[src/design/tpba_pkg.sv]
// Shared types and constants for the two-point bearing angle block.
// Holds the port payload structs, CORDIC lane state and the arctangent step table.
// No dependencies.
`timescale 1ns / 1ps
`default_nettype none

package tpba_pkg;

	// coordinate and result widths
	localparam int COORD_WIDTH = 24;
	localparam int DW          = COORD_WIDTH + 1;  // difference of two coordinates
	localparam int XW          = COORD_WIDTH + 3;  // cordic x/y, covers gain and sqrt(2)
	localparam int ZW          = 29;               // angle accumulator, 2^-20 degree units
	localparam int ANG_FRAC    = 20;
	localparam int OUT_SHIFT   = 12;
	localparam int OUT_W       = 17;
	localparam int TABLE_LEN   = 24;

	// configuration port
	localparam int CFG_IDX_W   = 8;
	localparam int CFG_DATA_W  = 32;

	// register indexes
	localparam logic [CFG_IDX_W-1:0] REG_REF_A_X = 8'd0;
	localparam logic [CFG_IDX_W-1:0] REG_REF_A_Y = 8'd1;
	localparam logic [CFG_IDX_W-1:0] REG_REF_B_X = 8'd2;
	localparam logic [CFG_IDX_W-1:0] REG_REF_B_Y = 8'd3;

	// quadrant codes; on an axis the same code picks 0, 90, 180 or 270 degrees
	localparam logic [1:0] QUAD_1 = 2'd0;
	localparam logic [1:0] QUAD_2 = 2'd1;
	localparam logic [1:0] QUAD_3 = 2'd2;
	localparam logic [1:0] QUAD_4 = 2'd3;

	// angle constants in 2^-20 degree units
	localparam logic signed [ZW-1:0] DEG90  = ZW'(90 * (1 << ANG_FRAC));
	localparam logic [ZW-1:0]        DEG180 = ZW'(180 * (1 << ANG_FRAC));
	localparam logic [ZW-1:0]        DEG360 = ZW'(360 * (1 << ANG_FRAC));

	// axis bearings and full circle in 1/256 degree units
	localparam logic [OUT_W-1:0] BEAR_0    = 17'd0;
	localparam logic [OUT_W-1:0] BEAR_90   = 17'd23040;
	localparam logic [OUT_W-1:0] BEAR_180  = 17'd46080;
	localparam logic [OUT_W-1:0] BEAR_270  = 17'd69120;
	localparam logic [OUT_W-1:0] FULL_OUT  = 17'd92160;

	typedef struct packed {
		logic signed [COORD_WIDTH-1:0] pos_x;
		logic signed [COORD_WIDTH-1:0] pos_y;
	} sample_t;

	typedef struct packed {
		logic [OUT_W-1:0] bearing_a;
		logic [OUT_W-1:0] bearing_b;
		logic [OUT_W-1:0] sweep_angle;
	} result_t;

	typedef struct packed {
		logic                  valid;
		logic [CFG_IDX_W-1:0]  index;
		logic [CFG_DATA_W-1:0] data;
	} cfg_wr_t;

	// one vector on its way through the cordic row
	typedef struct packed {
		logic signed [XW-1:0] x;
		logic signed [XW-1:0] y;
		logic signed [ZW-1:0] z;
		logic                 axis;
		logic [1:0]           quad;
	} lane_t;

	typedef struct packed {
		logic  valid;
		lane_t a;
		lane_t b;
	} stage_t;

	// atan(2^-i) in 2^-20 degree units, rounded to nearest
	function automatic logic signed [ZW-1:0] atan_step(input int unsigned idx);
		logic signed [ZW-1:0] v;
		unique case (idx)
			0:       v = ZW'(47185920);
			1:       v = ZW'(27855475);
			2:       v = ZW'(14718068);
			3:       v = ZW'(7471121);
			4:       v = ZW'(3750058);
			5:       v = ZW'(1876857);
			6:       v = ZW'(938658);
			7:       v = ZW'(469357);
			8:       v = ZW'(234682);
			9:       v = ZW'(117342);
			10:      v = ZW'(58671);
			11:      v = ZW'(29335);
			12:      v = ZW'(14668);
			13:      v = ZW'(7334);
			14:      v = ZW'(3667);
			15:      v = ZW'(1833);
			16:      v = ZW'(917);
			17:      v = ZW'(458);
			18:      v = ZW'(229);
			19:      v = ZW'(115);
			20:      v = ZW'(57);
			21:      v = ZW'(29);
			22:      v = ZW'(14);
			23:      v = ZW'(7);
			default: v = '0;
		endcase
		return v;
	endfunction

endpackage

`default_nettype wire

[src/design/tpba_back.sv]
// Back end: angle clamp, quadrant fold to 1/256 degree, and the A-to-B sweep.
// Depends on tpba_pkg.
`timescale 1ns / 1ps
`default_nettype none

module tpba_back (
	input  wire logic             clk,
	input  wire logic             arst_n,
	input  wire tpba_pkg::stage_t in,
	output logic                  done,
	output tpba_pkg::result_t     result
);

	localparam int ZW  = tpba_pkg::ZW;
	localparam int OW  = tpba_pkg::OUT_W;
	localparam int SH  = tpba_pkg::OUT_SHIFT;

	logic              vld_s1;
	logic [OW-1:0]     bear_a_s1, bear_b_s1;
	logic              done_s2;
	tpba_pkg::result_t result_s2;

	// bearing of one lane in 1/256 degree
	function automatic logic [OW-1:0] fold(input tpba_pkg::lane_t l);
		logic signed [ZW-1:0] zc;
		logic [ZW-1:0]        zu, full;
		logic [OW-1:0]        b;
		if (l.z < $signed(ZW'(1))) begin
			zc = ZW'(1);
		end else if (l.z > tpba_pkg::DEG90 - $signed(ZW'(1))) begin
			zc = tpba_pkg::DEG90 - $signed(ZW'(1));
		end else begin
			zc = l.z;
		end
		zu = zc;
		case (l.quad)
			tpba_pkg::QUAD_1: full = zu;
			tpba_pkg::QUAD_2: full = tpba_pkg::DEG180 - zu;
			tpba_pkg::QUAD_3: full = tpba_pkg::DEG180 + zu;
			default:          full = tpba_pkg::DEG360 - zu;
		endcase
		if (l.axis) begin
			case (l.quad)
				tpba_pkg::QUAD_1: b = tpba_pkg::BEAR_0;
				tpba_pkg::QUAD_2: b = tpba_pkg::BEAR_90;
				tpba_pkg::QUAD_3: b = tpba_pkg::BEAR_180;
				default:          b = tpba_pkg::BEAR_270;
			endcase
		end else begin
			b = full[SH+OW-1:SH];
		end
		return b;
	endfunction

	// sweep from a to b, a full turn when equal
	function automatic logic [OW-1:0] sweep(input logic [OW-1:0] a, input logic [OW-1:0] b);
		logic [OW-1:0] s;
		if (b > a) begin
			s = b - a;
		end else begin
			s = tpba_pkg::FULL_OUT - (a - b);
		end
		return s;
	endfunction

	// valid and result strobe
	always_ff @(posedge clk or negedge arst_n) begin
		if (!arst_n) begin
			vld_s1  <= 1'b0;
			done_s2 <= 1'b0;
		end else begin
			vld_s1  <= in.valid;
			done_s2 <= vld_s1;
		end
	end

	// bearings, then output register
	always_ff @(posedge clk) begin
		bear_a_s1             <= fold(in.a);
		bear_b_s1             <= fold(in.b);
		result_s2.bearing_a   <= bear_a_s1;
		result_s2.bearing_b   <= bear_b_s1;
		result_s2.sweep_angle <= sweep(bear_a_s1, bear_b_s1);
	end

	assign done   = done_s2;
	assign result = result_s2;

endmodule

`default_nettype wire
[config.mk]
export PLATFORM = sky130hd
export DESIGN_NAME = tpba_back
export DESIGN_NICKNAME = d
export VERILOG_FILES = /design/src/design/tpba_pkg.sv /design/src/design/tpba_back.sv
export SDC_FILE = /design/constraint.sdc
export NUM_CORES = 1
export LEC_CHECK = 0
export BUFFER_PORTS_ARGS = -buffer_cell sky130_fd_sc_hd__buf_4
export CAP_MARGIN = 25
export CORE_ASPECT_RATIO = 0.6
export CORE_MARGIN = 8
export CORE_UTILIZATION = 50
export CTS_BUF_LIST = sky130_fd_sc_hd__clkbuf_16
export CTS_CLUSTER_DIAMETER = 120
export CTS_CLUSTER_SIZE = 16
export DETAILED_ROUTE_END_ITERATION = 10
export GPL_TIMING_DRIVEN = 0
export PLACE_DENSITY_LB_ADDON = 0.15
export REMOVE_ABC_BUFFERS = 1
export SLEW_MARGIN = 15
export SYNTH_ARGS = -nofsm -noshare
export SYNTH_HDL_FRONTEND = slang
export SYNTH_SLANG_ARGS = --single-unit
export TNS_END_PERCENT = 100
[constraint.sdc]
create_clock -name clk -period 4.36 [get_ports clk]
set_clock_uncertainty 0.2 [all_clocks]
set_input_delay 1.308 -clock clk [delete_from_list [all_inputs] [get_ports clk]]
set_output_delay 1.308 -clock clk [all_outputs]
set_load 0.005 [all_outputs]
==> results.md <==
* Tcrit/Tclk final at 96.0%
* Ys flop type: dfxtp_1
* Gr usage total at 20.9%
* LEAKAGE at 3.37 nW
* Commonest non-fill, non-tap cell in the layout: buf_4
* Post-synthesis xor/xnor area fraction at 7.56%
* DRT Pass-1 Iters at 5
* Nets at 1064
* Critical Path AT at 4.25 ns
* Port bufs at 118
* Minimum clock period at 4.18 ns
* Avg Cell Area, Syn at 8.45 um^2
* Largest family of logic cells by synthesized area: compound AO/OA/AOI/OAI gates
* Width of the die at 156 um
* Antenna Nets Post-Route at 0
* DRC Markers at 0
* Mux cell area share after synthesis at 2.97%
* First-pass GRT wire length at 26.6 mm
* Global route overflow at 0
* Cts hold-fix bufs at 0
* CP Capture Type: register
* Post-synth EDFFs at 0
* Ant. Diodes at 0
* Detailed-route vias per instance at 5.59
* WHS Path Cells at 0
* CTS tree: yes
* Worst Setup SP: in[92]
* Async S/R FF share, synth at 2.30%
* Commonest non-fill, non-tap cells in the layout: buf_4 (124), dfxtp_1 (85), inv_1 (84)
* Worst reg2reg path depth at 13
* Routed len/inst at 16.9 um
* Slew of the pin with the lowest slew margin at 0.997 ns
* Post-Syn Area at 5910 um^2
* HP Start: bear_a_s1[15]$_DFF_P_
* Fmax at 239 MHz
* Gpl congestion at 0.899
* Starting Density at 51.8%
* Layout cells sized above 1 at 20.9%
* Clk sink count at 87
* # rows at 30
* Die footprint at 15700 um^2
* Initial antenna violation count at 0
* # H-tree levels at 3
* Yosys reg bits at 87
* Synth Area in Simple Gates at 17.8%
* Hpwl dp at 13.2 mm
* Startpoint Class: input pin
* Min-Delay Path Class: register to register
* Compound-Gate Fraction of Synth Area at 19.0%
* Worst flop-to-flop path startpoint: bear_a_s1[3]$_SDFF_PP0_
* Layout Cells excl Fill at 984
* Setup CP Type: input pin to register
* Final hold viol count at 0
* Critical Path RT at 4.43 ns
* Fin Setup TNS at 0 ns
* Post-Synthesis Cells at 699
* Yosys warns at 0
* Worst vdd ir at 0.254 mV
* Cells after DPL at 962
* Max transition margin at 32.9%
* CTS Buf Count at 9
* Layout area overhead at 25.1%
* Count of cell types in the netlist at 73
* Via count at 5496
* Post-Route WL at 16.7 mm
* Power density cells at 419 nW/um^2
* First-iteration detailed-routing DRC count at 469
* Largest net degree at the start of global routing at 26
* Worst skew pair latency at 0.34 ns
* Max-slew violations at 0
* Crit-path max FO at 6
* Clock root buffer: clkbuf_16
* CTS Buffer Depth at 2
* Vias in the first global route at 5254
* I/O pin count at 227
* Core ar. at 11400 um^2
* Die Ht at 100 um
* RSZ-0062 raised after global routing: yes
* Worst-path clk slew at 0.06 ns
* Outcome: completed
* Post-Synth Adder-Cell Area at 16.4%
* Max-cap violations at 0
* Sequential area share after synthesis at 29.7%
* Final Setup Violations at 0
## synth_stat cells (all sizes together), types with 4 or more instances
library cell,n,area (um^2)
dfxtp,85,1700
inv,82,308
nor2,75,300
ha,55,688
a21oi,50,254
o21ai,46,234
nand2,39,146
xnor2,30,263
xor2,21,184
nor3,15,75.1
fa,14,280
a31oi,13,81.3
clkbuf,13,48.8
mux2i,13,130
o31ai,12,95.1
nand3,11,55.1
a221oi,10,87.6
nand2b,10,62.6
nor4,9,116
nand4,7,50.1
a21o,6,45.0
nor2b,6,37.5
buf,5,28.8
a211oi,4,35.0
and3,4,25.0
mux2,4,45.0
or2,4,25.0
## critical path, cell delays in order
cell      delay [ns]
buf_4           0.12
nor4_4          0.33
nand4_2         0.26
o31ai_4         0.40
nor2_1          0.15
inv_1           0.09
ha_1            0.28
a21oi_1         0.25
o211ai_1        0.15
a21oi_1         0.17
o21ai_1         0.14
a21oi_1         0.20
xnor2_1         0.16
nand2_1         0.08
a21oi_1         0.17
## path summary, 6_finish.rpt
check | to | slack (ns)
min in group asynchronous | done$_DFF_PN0_ | 0.54
setup reg to reg | result[11]$_DFF_P_ | 0.48
hold reg to reg | result[49]$_DFF_P_ | 0.15
max in group asynchronous | vld_s1$_DFF_PN0_ | 3.33
hold / removal | result[49]$_DFF_P_ | 0.15
setup / recovery | bear_a_s1[16]$_DFF_P_ | 0.18
## sequential cells by signal, summed over array words and instances (netlist names)
name and flops:
bear_a_s1 17, bear_b_s1 17, done 1, result 51, vld_s1 1
## logic make-up (layout without fill, tap and decap cells)
kind of cell	after synthesis	after routing
AND/OR/NAND/NOR	199	199
AO/OA/AOI/OAI	175	176
buffers and inverters	100	223
flip-flops	87	87
adder cells (fa/ha/maj)	69	69
XOR/XNOR	51	51
multiplexers	17	17
other	1	2
## area by class of cell
type                       instances  area, um^2
clock buffer                       9         225
clock inverter                     6         103
fill                             979        4030
inverter                          82         308
multi-input combinational        514        3850
sequential                        87        1750
tap                              160         200
timing repair buffer             126         951
## power breakdown
part / total (mW) / switching (mW) / internal [mW]
sequential: 1.03 / 0.0760 / 0.950
clock: 0.843 / 0.292 / 0.551
combinational: 1.23 / 0.646 / 0.580
total: 3.10 / 1.01 / 2.08
## timing repair
item / CTS / global route
buffers inserted: 1 / 4
pin swaps: 1 / 3
resized for setup: 4 / 4
gates cloned: 0 / 1
endpoints found under the setup margin: 4 / 7
## per-stage QoR
stage                     cell area, um^2  worst slack (ns)  power [mW]  hold slack, ns  utilization [%]
after floorplan                      5830           -0.0696        1.76           0.131                -
after global placement               6920             -1.01        2.19           0.143             60.6
after detailed placement             6940            -0.511        2.23           0.136             60.8
after CTS                            7310            0.0445        3.09           0.150             64.0
after global routing                 7390           -0.0462        3.28           0.172             64.7
final                                7390             0.176        3.10           0.152             64.7
## metal layers
metal	track usage, %	share of wire, %	vias to the layer above
li1	-	-	2667
met1	29.2	47	2577
met2	31.6	43	240
met3	6.13	8.9	12
met4	3.31	0.64	0
met5	0	0	-
Power figures use the tool's default switching activity.
