`src/design/tpba_pkg.sv`:
```
// Shared types and constants for the two-point bearing angle block.
// Holds the port payload structs, CORDIC lane state and the arctangent step table.
// No dependencies.
`timescale 1ns / 1ps
`default_nettype none

package tpba_pkg;

	// coordinate and result widths
	localparam int COORD_WIDTH = 24;
	localparam int DW          = COORD_WIDTH + 1;  // difference of two coordinates
	localparam int XW          = COORD_WIDTH + 3;  // cordic x/y, covers gain and sqrt(2)
	localparam int ZW          = 29;               // angle accumulator, 2^-20 degree units
	localparam int ANG_FRAC    = 20;
	localparam int OUT_SHIFT   = 12;
	localparam int OUT_W       = 17;
	localparam int TABLE_LEN   = 24;

	// configuration port
	localparam int CFG_IDX_W   = 8;
	localparam int CFG_DATA_W  = 32;

	// register indexes
	localparam logic [CFG_IDX_W-1:0] REG_REF_A_X = 8'd0;
	localparam logic [CFG_IDX_W-1:0] REG_REF_A_Y = 8'd1;
	localparam logic [CFG_IDX_W-1:0] REG_REF_B_X = 8'd2;
	localparam logic [CFG_IDX_W-1:0] REG_REF_B_Y = 8'd3;

	// quadrant codes; on an axis the same code picks 0, 90, 180 or 270 degrees
	localparam logic [1:0] QUAD_1 = 2'd0;
	localparam logic [1:0] QUAD_2 = 2'd1;
	localparam logic [1:0] QUAD_3 = 2'd2;
	localparam logic [1:0] QUAD_4 = 2'd3;

	// angle constants in 2^-20 degree units
	localparam logic signed [ZW-1:0] DEG90  = ZW'(90 * (1 << ANG_FRAC));
	localparam logic [ZW-1:0]        DEG180 = ZW'(180 * (1 << ANG_FRAC));
	localparam logic [ZW-1:0]        DEG360 = ZW'(360 * (1 << ANG_FRAC));

	// axis bearings and full circle in 1/256 degree units
	localparam logic [OUT_W-1:0] BEAR_0    = 17'd0;
	localparam logic [OUT_W-1:0] BEAR_90   = 17'd23040;
	localparam logic [OUT_W-1:0] BEAR_180  = 17'd46080;
	localparam logic [OUT_W-1:0] BEAR_270  = 17'd69120;
	localparam logic [OUT_W-1:0] FULL_OUT  = 17'd92160;

	typedef struct packed {
		logic signed [COORD_WIDTH-1:0] pos_x;
		logic signed [COORD_WIDTH-1:0] pos_y;
	} sample_t;

	typedef struct packed {
		logic [OUT_W-1:0] bearing_a;
		logic [OUT_W-1:0] bearing_b;
		logic [OUT_W-1:0] sweep_angle;
	} result_t;

	typedef struct packed {
		logic                  valid;
		logic [CFG_IDX_W-1:0]  index;
		logic [CFG_DATA_W-1:0] data;
	} cfg_wr_t;

	// one vector on its way through the cordic row
	typedef struct packed {
		logic signed [XW-1:0] x;
		logic signed [XW-1:0] y;
		logic signed [ZW-1:0] z;
		logic                 axis;
		logic [1:0]           quad;
	} lane_t;

	typedef struct packed {
		logic  valid;
		lane_t a;
		lane_t b;
	} stage_t;

	// atan(2^-i) in 2^-20 degree units, rounded to nearest
	function automatic logic signed [ZW-1:0] atan_step(input int unsigned idx);
		logic signed [ZW-1:0] v;
		unique case (idx)
			0:       v = ZW'(47185920);
			1:       v = ZW'(27855475);
			2:       v = ZW'(14718068);
			3:       v = ZW'(7471121);
			4:       v = ZW'(3750058);
			5:       v = ZW'(1876857);
			6:       v = ZW'(938658);
			7:       v = ZW'(469357);
			8:       v = ZW'(234682);
			9:       v = ZW'(117342);
			10:      v = ZW'(58671);
			11:      v = ZW'(29335);
			12:      v = ZW'(14668);
			13:      v = ZW'(7334);
			14:      v = ZW'(3667);
			15:      v = ZW'(1833);
			16:      v = ZW'(917);
			17:      v = ZW'(458);
			18:      v = ZW'(229);
			19:      v = ZW'(115);
			20:      v = ZW'(57);
			21:      v = ZW'(29);
			22:      v = ZW'(14);
			23:      v = ZW'(7);
			default: v = '0;
		endcase
		return v;
	endfunction

endpackage

`default_nettype wire

```
`src/design/tpba_front.sv`:
```
// Front end: reference point registers, vector differences and magnitude/quadrant split.
// Depends on tpba_pkg.
`timescale 1ns / 1ps
`default_nettype none

module tpba_front (
	input  wire logic              clk,
	input  wire logic              arst_n,
	input  wire tpba_pkg::cfg_wr_t cfg,
	input  wire logic              accept,
	input  wire tpba_pkg::sample_t sample,
	output tpba_pkg::stage_t       out
);

	localparam int CW = tpba_pkg::COORD_WIDTH;
	localparam int DW = tpba_pkg::DW;
	localparam int XW = tpba_pkg::XW;

	logic signed [CW-1:0] ref_ax_q, ref_ay_q, ref_bx_q, ref_by_q;

	logic                 vld_s1;
	logic signed [DW-1:0] dax_s1, day_s1, dbx_s1, dby_s1;

	logic                 vld_s2;
	tpba_pkg::lane_t      a_s2, b_s2;

	// sign-extended difference ref - pos
	function automatic logic signed [DW-1:0] diff(input logic signed [CW-1:0] r,
			input logic signed [CW-1:0] p);
		return {r[CW-1], r} - {p[CW-1], p};
	endfunction

	// magnitudes, quadrant and axis cases of one vector
	function automatic tpba_pkg::lane_t prep_lane(input logic signed [DW-1:0] dx,
			input logic signed [DW-1:0] dy);
		tpba_pkg::lane_t l;
		logic [DW-1:0]   mx, my;
		logic            x_zero, y_zero, x_neg, y_neg;
		x_zero = (dx == '0);
		y_zero = (dy == '0);
		x_neg  = dx[DW-1];
		y_neg  = dy[DW-1];
		mx     = x_neg ? (~dx + 1'b1) : dx;
		my     = y_neg ? (~dy + 1'b1) : dy;
		l.x    = XW'(mx);
		l.y    = XW'(my);
		l.z    = '0;
		l.axis = x_zero || y_zero;
		if (x_zero) begin
			// zero vector falls in with the negative y axis
			l.quad = (!y_neg && !y_zero) ? tpba_pkg::QUAD_2 : tpba_pkg::QUAD_4;
		end else if (y_zero) begin
			l.quad = x_neg ? tpba_pkg::QUAD_3 : tpba_pkg::QUAD_1;
		end else if (!x_neg && !y_neg) begin
			l.quad = tpba_pkg::QUAD_1;
		end else if (x_neg && !y_neg) begin
			l.quad = tpba_pkg::QUAD_2;
		end else if (x_neg) begin
			l.quad = tpba_pkg::QUAD_3;
		end else begin
			l.quad = tpba_pkg::QUAD_4;
		end
		return l;
	endfunction

	// reference point registers
	always_ff @(posedge clk or negedge arst_n) begin
		if (!arst_n) begin
			ref_ax_q <= '0;
			ref_ay_q <= '0;
			ref_bx_q <= '0;
			ref_by_q <= '0;
		end else if (cfg.valid) begin
			unique case (cfg.index)
				tpba_pkg::REG_REF_A_X: ref_ax_q <= cfg.data[CW-1:0];
				tpba_pkg::REG_REF_A_Y: ref_ay_q <= cfg.data[CW-1:0];
				tpba_pkg::REG_REF_B_X: ref_bx_q <= cfg.data[CW-1:0];
				tpba_pkg::REG_REF_B_Y: ref_by_q <= cfg.data[CW-1:0];
				default: ;
			endcase
		end
	end

	// stage valids
	always_ff @(posedge clk or negedge arst_n) begin
		if (!arst_n) begin
			vld_s1 <= 1'b0;
			vld_s2 <= 1'b0;
		end else begin
			vld_s1 <= accept;
			vld_s2 <= vld_s1;
		end
	end

	// differences, then magnitudes
	always_ff @(posedge clk) begin
		dax_s1 <= diff(ref_ax_q, sample.pos_x);
		day_s1 <= diff(ref_ay_q, sample.pos_y);
		dbx_s1 <= diff(ref_bx_q, sample.pos_x);
		dby_s1 <= diff(ref_by_q, sample.pos_y);
		a_s2   <= prep_lane(dax_s1, day_s1);
		b_s2   <= prep_lane(dbx_s1, dby_s1);
	end

	assign out = '{valid: vld_s2, a: a_s2, b: b_s2};

endmodule

`default_nettype wire

```
`config.mk`:
```
export PLATFORM = sky130hd
export DESIGN_NAME = tpba_front
export DESIGN_NICKNAME = d
export VERILOG_FILES = /design/src/design/tpba_pkg.sv /design/src/design/tpba_front.sv
export SDC_FILE = /design/constraint.sdc
export NUM_CORES = 1
export LEC_CHECK = 0
export BUFFER_PORTS_ARGS = -buffer_cell sky130_fd_sc_hd__buf_2
export CORE_MARGIN = 2
export CORE_UTILIZATION = 42
export CTS_BUF_LIST = sky130_fd_sc_hd__clkbuf_16
export CTS_CLUSTER_DIAMETER = 120
export DETAILED_ROUTE_END_ITERATION = 16
export PLACE_DENSITY = 0.64
export SLEW_MARGIN = 10
export SYNTH_ARGS = -nofsm -noshare
export SYNTH_HDL_FRONTEND = slang
export SYNTH_SLANG_ARGS = --single-unit
```
`constraint.sdc`:
```
create_clock -name clk -period 3.7 [get_ports clk]
set_clock_uncertainty 0.15 [all_clocks]
set_input_delay 1.11 -clock clk [delete_from_list [all_inputs] [get_ports clk]]
set_output_delay 1.11 -clock clk [all_outputs]
set_load 0.05 [all_outputs]
```
==> flow_summary.toml <==
[outcome]
status = "finished, final reports clean"

[cts]
worstSkewPairLatency_ns = 0.51
clock_path_buffers = 3
cts_root_buf = "clkbuf_16"
cts_tree = "yes"
holdBufCountCts = 0
clock_sinks = 304
ctsResizeCount = 0
clk_pin_slew_ns = 0.06
cts_buffers = 36
cts_setup_buffers = 0
htreeDepth = 2

[logic_synthesis]
avgSynthCellArea_um2 = 10.2
yosysSeqAreaShare_pct = 44.0
syn_inst = 1464
synth_enable_flop_cells = 0
yosysWarningCount = 0
synth_top_area_share_pct = 27.6
synth_seq_cells = 304
async_flop_share_pct = 32.2
synth_top_area_cell = "dfxtp_1"
synth_cell_types = 64
synth.cell_area_um2 = 14900
synth_area_leaders = "dfxtp_1 (28%), dfrtp_1 (16%), ha_1 (8.4%), xnor2_1 (8.0%), mux2_2 (7.1%)"
ys.flop_type = "dfxtp_1"

[route]
drc = 0
viasPerCell = 5.10
dr.pass1.iters = 5
wirelength_mm = 35.4
vias = 11100
drtIter0Drc = 622
wl_per_cell_um = 16.2
final_antenna_net_count = 0

[worst_hold_path]
whs_endpoint = "vld_s2$_DFF_PN0_"
worstHoldStart = "vld_s1$_DFF_PN0_"
hold_class = "flip-flop to flip-flop"
holdPathStages = 0

[floorplan]
die_h_um = 193
die_w_um = 193
dieArea_um2 = 37100
core_um2 = 35300
io_pins = 265
start_util_pct = 42.3
row_count = 69

[critical_path]
reg2reg_slack_ns = 0.74
arrival_ns = 3.51
ff2ff_path_depth = 12
timing.rr.start = "ref_bx_q[0]$_DFFE_PN0P_"
crit_path_max_fanout = 4
cp-end-kind = "flip-flop"
rr_endpoint = "dbx_s1[20]$_DFF_P_"
start_kind = "input pin"
criticalPathCategory = "input pin to flip-flop"
worst_ep_required_time_ns = 3.98

[pwr]
power.leakage_nw = 8.63
p_comb_share_pct = 26.9
p_seq_share_pct = 40.2
ir_worst_vdd_mv = 0.388
p_per_area_nw_per_um2 = 581
swShare_pct = 35.2
clkPwrFrac_pct = 32.9
p_int_w = 0.00660
power.switching_w = 0.00359

[timing]
timing.fmax_mhz = 310
slew_violations = 0
max_slew.worst_pin.slew_ns = 1.06
fin_crit_sh_pct = 87.3
min_period_ns = 3.23
setup_violations = 0
hold_slack_ns = 0.207
layout_setup_ws_ns = 0.470
grt_setup_unrepaired = "false"
hold_viol_final = 0
relSlewSlack_pct = 29.0

[global_routing]
grt_max_degree = 53
grt-ovfl-total = 0
grt_pass1_wl_mm = 55.1
antenna_found_initial = 6
grt_use_met2_pct = 32.5
groute.usage.overall_pct = 19.0
grt_use_met1_pct = 24.2
grt-busiest-layer = "met2"
grt_pass1_vias = 10800
grt_util_met3_pct = 4.24

[place]
dp_hpwl_mm = 28.1
place_area_um2 = 16400
gp_congestion = 0.874
pre_cts_ws_ns = -0.00315
io_buffers = 190

[run]
cap_violations = 0

[cells_and_area]
fin_nets = 1889
fillers = 3315
area_growth_pct = 17.3
design_area_um2 = 17500
drive_gt1_share_pct = 22.5
state kept, by name, indices dropped and copies added (netlist names):
signal / cells
dbx_s1: 25
out: 106
vld_s1: 1
vld_s2: 1
ref_ax_q: 24
ref_by_q: 24
dax_s1: 25
ref_bx_q: 24
day_s1: 25
ref_ay_q: 24
dby_s1: 25
kinds of logic after synthesis:
family / count (synthesis) / synth area share, %
buffers and inverters: 188 / 6.43
adders and majority gates: 104 / 8.91
other: 1 / 0.0251
AOI/OAI and AO/OA: 323 / 14.2
and+or+nand+nor: 281 / 9.51
muxes: 95 / 7.15
DFF: 304 / 44.0
xor gates and xnor gates: 168 / 9.84
metrics by stage:
step	utilization (%)	power [W]	std cells	setup TNS, ns
global route	49.6	0.0107	2181	0
global placement	46.4	0.00688	2116	0
finish	49.7	0.0102	2184	0
CTS	49.6	0.0103	2180	0
detailed placement	46.4	0.00692	2116	-0.00315
floorplan	-	0.00629	1529	0
worst max-delay path, stage by stage:
cell	delay (ns)
buf_2	0.08
inv_1	0.05
ha_1	0.30
nor2b_1	0.13
o21a_1	0.18
o21ai_0	0.28
a21oi_1	0.15
a31oi_1	0.44
o21ai_0	0.21
buf_4	0.19
a31o_2	0.23
a31oi_1	0.15
layer usage:
metal  vias to the layer above  share of wire [%]
met2                       295                 48
met3                        52                6.5
li1                       5496                  -
met4                         6                1.8
met5                         -               0.10
met1                      5287                 44
cell usage in the layout, fill, tap and decap left out, drive strengths merged, types with 4 or more instances in the layout:
cell	instances
fa	4
and3	10
ha	100
nand2b	15
o21bai	8
nor3	19
nand2	85
dfxtp	206
inv	99
o41ai	20
nor2b	17
clkbuf	38
buf	223
or4	12
or3	12
diode	4
mux2	94
o21ai	80
nand4	8
xor2	31
dfrtp	98
o31a	5
o21a	12
clkinv	13
a21oi	78
o31ai	33
nor2	55
nor4	13
nand3	20
conb	66
xnor2	137
a221oi	4
a21o	43
a31oi	9
Yosys cell counts, types with 8 or more instances:
| cell type | number |
|---|---|
| ha_1 | 100 |
| nand4_1 | 8 |
| clkbuf_1 | 27 |
| nand2_1 | 85 |
| o21bai_1 | 8 |
| o21a_1 | 12 |
| nor2b_1 | 17 |
| a21oi_1 | 78 |
| dfxtp_1 | 206 |
| o21ai_0 | 80 |
| o41ai_1 | 18 |
| a21o_1 | 43 |
| o31ai_1 | 33 |
| or3_1 | 10 |
| a31oi_1 | 9 |
| nand2b_1 | 15 |
| mux2_2 | 94 |
| xnor2_1 | 137 |
| buf_4 | 67 |
| nor2_1 | 55 |
| xor2_1 | 31 |
| nor3_1 | 19 |
| and3_1 | 10 |
| nor4_1 | 12 |
| or4_1 | 10 |
| dfrtp_1 | 98 |
| nand3_1 | 20 |
| inv_1 | 91 |
worst max path at each step:
stage	cells past startpoint	slack (ns)	endpoint	start
3_3_place_gp	11	0.03	dax_s1[22]$_DFF_P_	sample[24]
5_1_grt	12	0.24	dax_s1[18]$_DFF_P_	sample[26]
4_1_cts	12	0.53	dbx_s1[20]$_DFF_P_	sample[26]
2_1_floorplan	10	0.39	dbx_s1[18]$_DFF_P_	sample[24]
6_report	12	0.47	dbx_s1[20]$_DFF_P_	sample[26]
3_5_place_dp	12	-0.003	dbx_s1[20]$_DFF_P_	sample[26]
final cells by class:
cell class / instances / area, um2 / area share (%)
multi-input combinational: 1037 / 7660 / 43.7
sequential: 304 / 6580 / 37.5
timing repair buffer: 223 / 1230 / 6.99
clock buffer: 38 / 951 / 5.42
tap: 461 / 577 / 3.29
inverter: 91 / 342 / 1.95
clock inverter: 26 / 188 / 1.07
antenna: 4 / 10.0 / 0.0571
power groups by stage:
stage / sequential [W] / combinational (W) / clock [W]
after floorplan: 0.00516 / 0.00113 / 0
after global placement: 0.00415 / 0.00273 / 0
after global routing: 0.00415 / 0.00294 / 0.00360
after CTS: 0.00410 / 0.00276 / 0.00346
final: 0.00409 / 0.00274 / 0.00336
after detailed placement: 0.00417 / 0.00275 / 0
Power figures use the tool's default switching activity.
