[src/design/tpba_pkg.sv]
// Shared types and constants for the two-point bearing angle block.
// Holds the port payload structs, CORDIC lane state and the arctangent step table.
// No dependencies.
`timescale 1ns / 1ps
`default_nettype none

package tpba_pkg;

	// coordinate and result widths
	localparam int COORD_WIDTH = 24;
	localparam int DW          = COORD_WIDTH + 1;  // difference of two coordinates
	localparam int XW          = COORD_WIDTH + 3;  // cordic x/y, covers gain and sqrt(2)
	localparam int ZW          = 29;               // angle accumulator, 2^-20 degree units
	localparam int ANG_FRAC    = 20;
	localparam int OUT_SHIFT   = 12;
	localparam int OUT_W       = 17;
	localparam int TABLE_LEN   = 24;

	// configuration port
	localparam int CFG_IDX_W   = 8;
	localparam int CFG_DATA_W  = 32;

	// register indexes
	localparam logic [CFG_IDX_W-1:0] REG_REF_A_X = 8'd0;
	localparam logic [CFG_IDX_W-1:0] REG_REF_A_Y = 8'd1;
	localparam logic [CFG_IDX_W-1:0] REG_REF_B_X = 8'd2;
	localparam logic [CFG_IDX_W-1:0] REG_REF_B_Y = 8'd3;

	// quadrant codes; on an axis the same code picks 0, 90, 180 or 270 degrees
	localparam logic [1:0] QUAD_1 = 2'd0;
	localparam logic [1:0] QUAD_2 = 2'd1;
	localparam logic [1:0] QUAD_3 = 2'd2;
	localparam logic [1:0] QUAD_4 = 2'd3;

	// angle constants in 2^-20 degree units
	localparam logic signed [ZW-1:0] DEG90  = ZW'(90 * (1 << ANG_FRAC));
	localparam logic [ZW-1:0]        DEG180 = ZW'(180 * (1 << ANG_FRAC));
	localparam logic [ZW-1:0]        DEG360 = ZW'(360 * (1 << ANG_FRAC));

	// axis bearings and full circle in 1/256 degree units
	localparam logic [OUT_W-1:0] BEAR_0    = 17'd0;
	localparam logic [OUT_W-1:0] BEAR_90   = 17'd23040;
	localparam logic [OUT_W-1:0] BEAR_180  = 17'd46080;
	localparam logic [OUT_W-1:0] BEAR_270  = 17'd69120;
	localparam logic [OUT_W-1:0] FULL_OUT  = 17'd92160;

	typedef struct packed {
		logic signed [COORD_WIDTH-1:0] pos_x;
		logic signed [COORD_WIDTH-1:0] pos_y;
	} sample_t;

	typedef struct packed {
		logic [OUT_W-1:0] bearing_a;
		logic [OUT_W-1:0] bearing_b;
		logic [OUT_W-1:0] sweep_angle;
	} result_t;

	typedef struct packed {
		logic                  valid;
		logic [CFG_IDX_W-1:0]  index;
		logic [CFG_DATA_W-1:0] data;
	} cfg_wr_t;

	// one vector on its way through the cordic row
	typedef struct packed {
		logic signed [XW-1:0] x;
		logic signed [XW-1:0] y;
		logic signed [ZW-1:0] z;
		logic                 axis;
		logic [1:0]           quad;
	} lane_t;

	typedef struct packed {
		logic  valid;
		lane_t a;
		lane_t b;
	} stage_t;

	// atan(2^-i) in 2^-20 degree units, rounded to nearest
	function automatic logic signed [ZW-1:0] atan_step(input int unsigned idx);
		logic signed [ZW-1:0] v;
		unique case (idx)
			0:       v = ZW'(47185920);
			1:       v = ZW'(27855475);
			2:       v = ZW'(14718068);
			3:       v = ZW'(7471121);
			4:       v = ZW'(3750058);
			5:       v = ZW'(1876857);
			6:       v = ZW'(938658);
			7:       v = ZW'(469357);
			8:       v = ZW'(234682);
			9:       v = ZW'(117342);
			10:      v = ZW'(58671);
			11:      v = ZW'(29335);
			12:      v = ZW'(14668);
			13:      v = ZW'(7334);
			14:      v = ZW'(3667);
			15:      v = ZW'(1833);
			16:      v = ZW'(917);
			17:      v = ZW'(458);
			18:      v = ZW'(229);
			19:      v = ZW'(115);
			20:      v = ZW'(57);
			21:      v = ZW'(29);
			22:      v = ZW'(14);
			23:      v = ZW'(7);
			default: v = '0;
		endcase
		return v;
	endfunction

endpackage

`default_nettype wire

[src/design/tpba_cell.sv]
// One CORDIC vectoring cell: a single rotation step for both vectors.
// Depends on tpba_pkg.
`timescale 1ns / 1ps
`default_nettype none

module tpba_cell #(
	parameter int STAGE = 0
) (
	input  wire logic             clk,
	input  wire logic             arst_n,
	input  wire tpba_pkg::stage_t in,
	output tpba_pkg::stage_t      out
);

	localparam logic signed [tpba_pkg::ZW-1:0] ATAN = tpba_pkg::atan_step(STAGE);

	logic            vld_s1;
	tpba_pkg::lane_t a_s1, b_s1;

	// rotate toward the x axis, floor shifts by the stage index
	function automatic tpba_pkg::lane_t rotate(input tpba_pkg::lane_t l);
		tpba_pkg::lane_t r;
		logic signed [tpba_pkg::XW-1:0] xs, ys;
		xs = l.x >>> STAGE;
		ys = l.y >>> STAGE;
		r  = l;
		if (!l.y[tpba_pkg::XW-1]) begin
			r.x = l.x + ys;
			r.y = l.y - xs;
			r.z = l.z + ATAN;
		end else begin
			r.x = l.x - ys;
			r.y = l.y + xs;
			r.z = l.z - ATAN;
		end
		return r;
	endfunction

	// valid bit
	always_ff @(posedge clk or negedge arst_n) begin
		if (!arst_n) begin
			vld_s1 <= 1'b0;
		end else begin
			vld_s1 <= in.valid;
		end
	end

	// lane state
	always_ff @(posedge clk) begin
		a_s1 <= rotate(in.a);
		b_s1 <= rotate(in.b);
	end

	assign out = '{valid: vld_s1, a: a_s1, b: b_s1};

endmodule

`default_nettype wire

[config.mk]
export PLATFORM = sky130hd
export DESIGN_NAME = tpba_cell
export DESIGN_NICKNAME = d
export VERILOG_FILES = /design/src/design/tpba_pkg.sv /design/src/design/tpba_cell.sv
export SDC_FILE = /design/constraint.sdc
export NUM_CORES = 1
export LEC_CHECK = 0
export BUFFER_PORTS_ARGS = -buffer_cell sky130_fd_sc_hd__buf_2
export CAP_MARGIN = 20
export CORE_UTILIZATION = 37
export CTS_CLUSTER_SIZE = 25
export DETAILED_ROUTE_END_ITERATION = 8
export PLACE_DENSITY = 0.61
export SYNTH_ARGS = -nofsm -noshare
export SYNTH_HDL_FRONTEND = slang
export SYNTH_SLANG_ARGS = --single-unit
export TNS_END_PERCENT = 20
[constraint.sdc]
create_clock -name clk -period 0.8 [get_ports clk]
set_input_delay 0.16 -clock clk [delete_from_list [all_inputs] [get_ports clk]]
set_output_delay 0.16 -clock clk [all_outputs]
set_load 0.01 [all_outputs]
==> flow_summary.yaml, run 1 <==
sta:
  fmax_ghz: 0.409
  layout_setup_ws_ns: -1.64
  min_period_over_period_pct: 305
  slew_violations: 0
  setup_viol: 287
  final.min_clock_period_ns: 2.44
  rsz0062_at_grt: "yes"
  max-slew-margin-rel_pct: 55.3
  fin_hold_ws_ns: 0.0167
  finalHoldViolCount: 0
  worst_pin_slew_ns: 0.665
  setup_tns_ns: -156.91
hold_path:
  hold_start: "in[31]"
  min_path_type: "in -> reg"
  hold_path_end: "out[31]"
  hold_path_depth: 3
global_route:
  gr-total-overflow: 0
  grt_max_degree: 59
  grt_use_total_pct: 28.5
  grt_pass1_vias: 14900
  antenna_found_initial: 7
  grt_pass1_wl_um: 80100
logic_synthesis:
  synth_warnings: 0
  synthCells: 1537
  synth-edff-count: 0
  syn_avg_cell_area_sq_um: 8.34
  synth_area_sq_um: 12800
  synth-seq-cells: 171
  async_flop_share_pct: 0.585
  synth_nets: 1908
  synthFlopType: "dfxtp_1"
  synth_cell_type_count: 81
  ys_seq_area_share_pct: 26.7
outcome:
  violations: "negative setup slack"
  status: "finished with violations"
clock_tree:
  cts_buffer_depth: 2
  cts.clk_slew.worst_paths_ns: 0.07
  cts.sinks: 171
  numCtsBuffers: 17
  root_buffer: "clkbuf_16"
  cts_tree: "built"
  htree_levels: 4
floorplanning:
  rows: 67
  dieArea_sq_um: 35400
  fp.dieW_um: 188
  start_util_pct: 38.0
  fp.dieH_um: 188
  io_pins: 348
  coreArea_sq_um: 33800
place:
  placed_cell_area_sq_um: 18900
  io_buffers: 347
  dp_hpwl_um: 40200
  gp_congestion: 0.974
drt:
  drt-pass1-iter-count: 5
  ant_nets: 0
  vias_per_cell: 5.12
  drt_iter0_drc: 939
  drc_errors: 0
  wire_per_inst_um: 18.2
  route.vias.total: 14900
  routed_wl_um: 53000
critical_path:
  path_buf_inv: 3
  start_kind: "primary input"
  arrival_ns: 2.79
  crit_slowest_cell: "a221o_1"
  crit_type: "in -> reg"
  path_cells: "buf_8, clkinvlp_4, ha_4, buf_6, nor2b_4, o311ai_4, a211o_4, a31oi_4, a221o_1, a31o_1, a211o_1, a221o_1, xnor2_2"
  worstPathRequired_ns: 1.14
  critical_path.max_stage_delay_ns: 0.34
  crit_top_cell: "a221o_1"
  path_max_fanout: 4
  endpoint_kind: "flop"
  critPathTopFamily: "compound AO/OA/AOI/OAI gates"
power:
  power_density_nw_per_um2: 1620
  switching_share_pct: 35.7
  clkPwrFrac_pct: 22.9
  seq_power_share_pct: 30.0
  power_switching_mw: 13.2
  p_total_mw: 36.9
  p_int_mw: 23.7
  power_frac_comb_pct: 47.1
  cellLeakagePower_nw: 11.0
  ir_drop_mv: 1.67
layout:
  areaGrowthSynthToFinish_pct: 77.5
  fin_nets: 2818
  utilization_pct: 67.4
  drive_gt1_share_pct: 52.8
  fillers: 2716
  final_area_sq_um: 22800
job:
  cap_violations: 0
==> power groups by stage <==
stage          Clock [mW]  Sequential (mW)  Combinational (mW)
6_report             8.46             11.1                17.4
5_1_grt              8.97             11.2                18.5
4_1_cts              8.57             10.9                16.0
3_5_place_dp            0             10.8                13.8
3_3_place_gp            0             10.8                13.7
2_1_floorplan           0             11.5                6.04
==> synth_stat cells (7+ instances only) <==
cell / instances / area (sq um)
a211oi_1: 8 / 60.1
a21o_1: 25 / 188
a21oi_1: 183 / 916
a221oi_1: 7 / 61.3
a31oi_1: 18 / 113
buf_1: 12 / 45.0
clkbuf_1: 35 / 131
clkbuf_8: 7 / 96.3
clkinv_1: 8 / 30.0
dfxtp_1: 170 / 3400
fa_1: 8 / 160
ha_1: 188 / 2350
inv_1: 166 / 623
mux2i_1: 31 / 310
nand2_1: 58 / 218
nand2b_1: 19 / 119
nand3_1: 18 / 90.1
nand4_1: 15 / 93.8
nor2_1: 113 / 424
nor2b_1: 18 / 113
nor3_1: 20 / 100
o2111ai_1: 7 / 61.3
o21a_1: 8 / 60.1
o21ai_0: 97 / 485
o21bai_1: 39 / 293
o221ai_1: 7 / 61.3
o31ai_1: 12 / 90.1
or3_1: 9 / 56.3
xnor2_1: 100 / 876
xor2_1: 16 / 140
==> state kept, by name, indices dropped and copies added (netlist names) <==
name / count
vld_s1: 1
out: 170
==> layout make-up <==
class,instances,area [sq um],share of cell area (%)
Multi-Input combinational cell,1123,9870,43.4
Clock inverter,13,154,0.676
Inverter,175,711,3.12
Antenna cell,5,12.5,0.0550
Sequential cell,171,3560,15.6
Clock buffer,19,453,1.99
Timing Repair Buffer,959,7440,32.7
Tap cell,448,561,2.46
==> repair_timing <==
item / 4_1_cts / 5_1_grt
pin swaps: 116 / 76
hold buffers: 52 / 0
endpoints found under the hold margin: 53 / 0
endpoints found under the setup margin: 289 / 288
cloned: 0 / 0
buffers inserted: 42 / 12
gates resized for setup: 387 / 203
==> through the flow <==
step	instances	worst slack (ns)
after floorplan	1537	-1.75
after global placement	2777	-2.19
after detailed placement	2777	-2.26
after CTS	2901	-1.68
after global routing	2912	-1.68
final	2913	-1.64
==> kinds of logic (layout without fill, tap and decap cells) <==
| group | after synthesis | in the layout | synth area share, % |
|---|---|---|---|
| simple gates | 300 | 300 | 11.2 |
| other cells | 0 | 5 | 0 |
| fa+ha+maj | 196 | 196 | 19.6 |
| buf+inv | 243 | 1166 | 8.11 |
| compound gates | 480 | 480 | 24.1 |
| xor+xnor | 116 | 116 | 7.92 |
| mux | 31 | 31 | 2.42 |
| flops | 171 | 171 | 26.7 |
==> worst max-delay path by stage <==
stage / startpoint / slack [ns] / end / depth (start not counted)
floorplan: in[36] / -1.75 / out[84] / 12
global placement: in[32] / -2.19 / out[58] / 14
detailed placement: in[32] / -2.26 / out[58] / 14
CTS: in[60] / -1.68 / out[84] / 13
global route: in[118] / -1.68 / out[167] / 13
finish: in[33] / -1.64 / out[84] / 13
==> metal layers <==
metal,vias up,track usage (%),wire length [um]
met5,-,0,13
met4,2,10.3,1720
met3,94,3.80,2970
met2,592,51.3,26400
met1,7080,34.5,21900
li1,7132,-,-
==> placed cells by master (no fill, tap or decap), types with 24 or more instances in the layout <==
master | netlist | layout
o21ai_0 | 97 | 51
nand2_1 | 58 | 54
buf_4 | 6 | 527
a21oi_2 | 0 | 30
buf_6 | 4 | 154
ha_1 | 188 | 155
o21ai_2 | 1 | 24
dfxtp_2 | 0 | 97
a21oi_1 | 183 | 143
nor2_1 | 113 | 102
xnor2_1 | 100 | 89
inv_1 | 166 | 144
buf_2 | 4 | 217
dlygate4sd3_1 | 0 | 52
ha_4 | 0 | 27
mux2i_1 | 31 | 27
o21bai_1 | 39 | 35
dfxtp_1 | 170 | 70
a21o_1 | 25 | 25
Note: power is estimated with default switching activity, not from simulation.
==> run 2, diff against run 1 <==
REMOVE_ABC_BUFFERS = 1   (was unset)
SETUP_SLACK_MARGIN = 0.1   (was unset)
==> run 2 against run 1 <==
- the run ends with negative hold slack, negative setup slack left
- worst setup slack lost 0.032 ns
- power grew 2.4%
- die area is the same
==> flow_summary.yaml, run 2 (synthesis gave the netlist of run 1 again) <==
layout:
  fillers: 2427
  regArea_sq_um: 3530
  multiInputGateArea_sq_um: 10400
  final_cell_mix: "buf_4 (529), buf_2 (237), buf_6 (165)"
  areaGrowthSynthToFinish_pct: 83.6
  utilization_pct: 69.7
  drive_gt1_share_pct: 55.3
  fin_nets: 2855
  largest_reg_flops: 170
  mostFrequentLayoutCell: "buf_4"
floorplanning:
  coreArea_sq_um: 33800
  fp.dieW_um: 188
  fp.dieH_um: 188
  rows: 67
  dieArea_sq_um: 35400
  io_pins: 348
  start_util_pct: 38.0
power:
  p_int_mw: 24.0
  power_switching_mw: 13.8
  power_density_nw_per_um2: 1610
  clkPwrFrac_pct: 22.2
  power_frac_comb_pct: 48.8
  ir_drop_mv: 1.65
  cellLeakagePower_nw: 11.2
  switching_share_pct: 36.5
  seq_power_share_pct: 29.0
clock_tree:
  htree_levels: 4
  root_buffer: "clkbuf_16"
  cts_tree: "built"
  cts_buffer_depth: 2
  cts.sinks: 171
  numCtsBuffers: 17
  cts.clk_slew.worst_paths_ns: 0.08
drt:
  route.vias.total: 15800
  vias_per_cell: 5.34
  drt-pass1-iter-count: 6
  wire_per_inst_um: 19.9
  drt_iter0_drc: 1191
  drc_errors: 0
  ant_nets: 0
  routed_wl_um: 58800
sta:
  layout_setup_ws_ns: -1.67
  max-slew-margin-rel_pct: 49.2
  fin_hold_ws_ns: -0.00527
  finalHoldViolCount: 1
  setup_viol: 284
  worst_pin_slew_ns: 0.743
  min_period_over_period_pct: 309
  slew_violations: 0
  rsz0062_at_grt: "yes"
  final.min_clock_period_ns: 2.47
  fmax_ghz: 0.404
place:
  pre_cts_ws_ns: -2.38
  dp_hpwl_um: 37400
  gp_congestion: 0.916
  io_buffers: 347
hold_path:
  min_path_type: "in -> reg"
outcome:
  status: "finished with violations"
  violations: "negative hold slack, negative setup slack"
critical_path:
  crit_cells: 13
  start_kind: "primary input"
  arrival_ns: 2.83
  crit_top_cell: "a221o_1"
  crit_end: "out[84]"
  critical_path.max_stage_delay_ns: 0.36
  critPathTopFamily: "compound AO/OA/AOI/OAI gates"
  crit_type: "in -> reg"
  crit_slowest_cell: "a221o_1"
  worstPathRequired_ns: 1.16
  endpoint_kind: "flop"
  path_cells: "buf_2, buf_4, inv_2, ha_4, nand2b_1, a21oi_2, a211o_4, a31oi_4, a221o_1, a31o_1, a211o_1, a221o_1, xnor2_1"
  cp-startpoint: "in[37]"
  path_max_fanout: 4
  path_buf_inv: 3
job:
  cap_violations: 0
global_route:
  antenna_found_initial: 8
  gr-total-overflow: 0
  grt_pass1_wl_um: 80700
  grt_pass1_vias: 15500
  grt_max_degree: 61
  grt_use_total_pct: 28.8
-- run 2: cell count changes in the layout (fill, tap and decap cells not counted), moves of 6 or more --
cell / previous run / this run
a21oi_1: 143 / 128
a21oi_2: 30 / 42
buf_2: 217 / 237
buf_6: 154 / 165
dfxtp_1: 70 / 94
dfxtp_2: 97 / 72
mux2i_2: 2 / 8
nand2_1: 54 / 48
o21ai_0: 51 / 37
o21ai_4: 1 / 11
-- run 2: timing repair --
| action | in CTS | in global routing |
|---|---|---|
| hold endpoints to repair | 54 | 1 |
| hold buffers | 52 | 1 |
| setup buffers | 60 | 49 |
| endpoints found under the setup margin | 290 | 289 |
| gates resized for setup | 455 | 318 |
| pin swaps | 197 | 126 |
-- run 2: layer usage --
layer  vias to the layer above  wire (um)  GRT usage [%]
li1                       7197          -              -
met2                       858      28800           50.6
met1                      7429      22800           34.1
met3                       270       3950           4.23
met4                         2       3350           14.2
met5                         -         10              0
-- run 2: power groups by stage --
stage / sequential [mW] / combinational, mW / clock, mW
2_1_floorplan: 11.5 / 5.46 / 0
3_3_place_gp: 10.8 / 13.1 / 0
3_5_place_dp: 10.8 / 13.2 / 0
6_report: 11.0 / 18.4 / 8.41
4_1_cts: 10.7 / 15.7 / 8.39
5_1_grt: 11.1 / 19.4 / 8.81
-- run 2: cell type report --
class	instances	share of cell area (%)
inverters	175	2.93
well taps	448	2.38
clock buffers	18	1.82
diodes	8	0.0850
flip-flops and latches	171	15.0
repair buffers	996	32.8
clock inverters	14	0.585
multi-input cells	1123	44.4
-- run 2: tightest hold or removal path, stage by stage --
cell     delay, ns
buf_2         0.08
xor2_1        0.06
xnor2_1       0.12
-- run 2: how the worst min path moves through the flow --
stage	start	end	slack, ns	cells past startpoint
after global routing	in[117]	out[117]	0.007	3
after floorplan	arst_n	vld_s1	-0.14	0
after detailed placement	arst_n	vld_s1	-0.07	1
after global placement	arst_n	vld_s1	-0.07	1
after CTS	in[117]	out[117]	-0.01	3
final	in[117]	out[117]	-0.005	3
-- run 2: through the flow --
| stage | setup TNS (ns) | power (mW) | std cells | cell area, sq um |
|---|---|---|---|---|
| floorplan | -148.18 | 17.0 | 1469 | 12400 |
| global placement | -183.63 | 23.9 | 2764 | 18500 |
| detailed placement | -186.62 | 24.0 | 2764 | 18500 |
| CTS | -149.59 | 34.8 | 2906 | 21900 |
| global route | -174.49 | 39.3 | 2953 | 23500 |
| finish | -164.73 | 37.8 | 2953 | 23500 |
==> run 3, diff against run 2 <==
PLACE_DENSITY = unset   (was 0.61)
PLACE_DENSITY_LB_ADDON = 0.1   (was unset)
==> run 3 against run 2 <==
- the run ends with negative setup slack left
- core utilization decreased by 4.4 points
- fmax increased by 3.2%
- worst setup slack improved by 0.076 ns
- sequential share of layout area increased by 0.59 points
- clock power increased by 7.8%
- critical path type unchanged
- largest power group unchanged
==> flow_summary.yaml, run 3 (synthesis gave the netlist of run 1 again) <==
outcome:
  status: "finished with violations"
  violations: "negative setup slack"
layout:
  fillers: 2872
  fin_nets: 2822
  largest_reg_flops: 170
  utilization_pct: 65.2
  drive_gt1_share_pct: 48.9
  areaGrowthSynthToFinish_pct: 71.9
  final_cell_mix: "buf_4 (518), buf_2 (323), dfxtp_1 (165)"
  mostFrequentLayoutCell: "buf_4"
floorplanning:
  start_util_pct: 38.0
  io_pins: 348
  coreArea_sq_um: 33800
  rows: 67
  fp.dieW_um: 188
  fp.dieH_um: 188
  dieArea_sq_um: 35400
drt:
  vias_per_cell: 4.95
  route.vias.total: 14400
  drt-pass1-iter-count: 5
  wire_per_inst_um: 16.5
  routed_wl_um: 48100
  drc_errors: 0
  ant_nets: 0
  drt_iter0_drc: 737
sta:
  setup_tns_ns: -148.82
  fmax_ghz: 0.417
  rsz0062_at_grt: "yes"
  min_period_over_period_pct: 300
  worst_pin_slew_ns: 0.664
  layout_setup_ws_ns: -1.60
  final.min_clock_period_ns: 2.40
  max-slew-margin-rel_pct: 55.3
  fin_hold_ws_ns: 0.0208
  slew_violations: 0
  setup_viol: 287
  finalHoldViolCount: 0
hold_path:
  min_path_type: "in -> reg"
  hold_start: "in[117]"
power:
  p_total_mw: 35.7
  power_density_nw_per_um2: 1620
  ir_drop_mv: 1.62
  cellLeakagePower_nw: 10.8
critical_path:
  arrival_ns: 2.74
  path_cells: "buf_8, inv_4, ha_4, buf_6, inv_4, a2111oi_4, a211o_4, a31oi_4, a221o_1, a31o_1, a211o_1, a221o_1, xnor2_1"
  critical_path.max_stage_delay_ns: 0.38
  path_max_fanout: 3
  crit_type: "in -> reg"
  cp-startpoint: "in[38]"
  crit_slowest_cell: "a221o_1"
  path_buf_inv: 4
  start_kind: "primary input"
  critPathTopFamily: "compound AO/OA/AOI/OAI gates"
  worstPathRequired_ns: 1.14
  endpoint_kind: "flop"
place:
  gp_congestion: 0.954
  io_buffers: 347
  dp_hpwl_um: 37700
clock_tree:
  cts_tree: "built"
  cts.clk_slew.worst_paths_ns: 0.07
  cts_buffer_depth: 2
  htree_levels: 4
  root_buffer: "clkbuf_16"
  cts.sinks: 171
  numCtsBuffers: 17
global_route:
  gr-total-overflow: 0
  antenna_found_initial: 6
  grt_pass1_vias: 14500
  grt_use_total_pct: 26.4
  grt_max_degree: 34
  grt_pass1_wl_um: 74400
job:
  cap_violations: 0
==> run 3: cell count changes in the layout (fill, tap and decap cells not counted), moves of 11 or more <==
cell and delta:
buf_6 -109, buf_2 +86, dfxtp_1 +71, dfxtp_2 -69
a21oi_1 +12, buf_4 -11
==> run 3: worst paths after layout <==
kind,slack (ns),depth (start not counted),to
setup / recovery,-1.60,13,out[84]
hold / removal,0.02,3,out[117]
max in group asynchronous,0.16,3,vld_s1
min in group asynchronous,0.53,3,vld_s1
==> run 3: stage by stage <==
step,worst slack [ns],cell area (sq um),instances
after floorplan,-1.95,12400,1469
after detailed placement,-2.48,18600,2778
after CTS,-1.51,21400,2900
final,-1.60,22000,2917
after global placement,-2.45,18600,2778
after global routing,-1.65,22000,2915
==> run 3: power by group <==
group | internal, mW | switching, mW
clock | 5.28 | 3.79
combinational | 7.98 | 8.07
sequential | 10.1 | 0.451
==> run 3: metal layers <==
metal,share of wire (%),vias up,global-route usage [%]
li1,-,7126,-
met1,43,6799,31.9
met2,49,417,46.7
met3,4.8,92,4.08
met4,2.7,2,10.0
met5,0.025,-,0
==> run 3: layout make-up <==
type | count | area [sq um] | area share, %
repair buffers | 963 | 6870 | 31.2
clock inverters | 15 | 211 | 0.959
multi-input cells | 1123 | 9830 | 44.6
well taps | 448 | 561 | 2.54
clock buffers | 17 | 425 | 1.93
inverters | 175 | 687 | 3.12
flip-flops and latches | 171 | 3440 | 15.6
diodes | 5 | 12.5 | 0.0568
==> run 3: timing repair <==
action | 4_1_cts | 5_1_grt
setup buffers | 39 | 14
hold endpoints to repair | 54 | 0
endpoints found under the setup margin | 291 | 290
resized for setup | 309 | 142
hold buffers | 52 | 0
pin swaps | 116 | 72
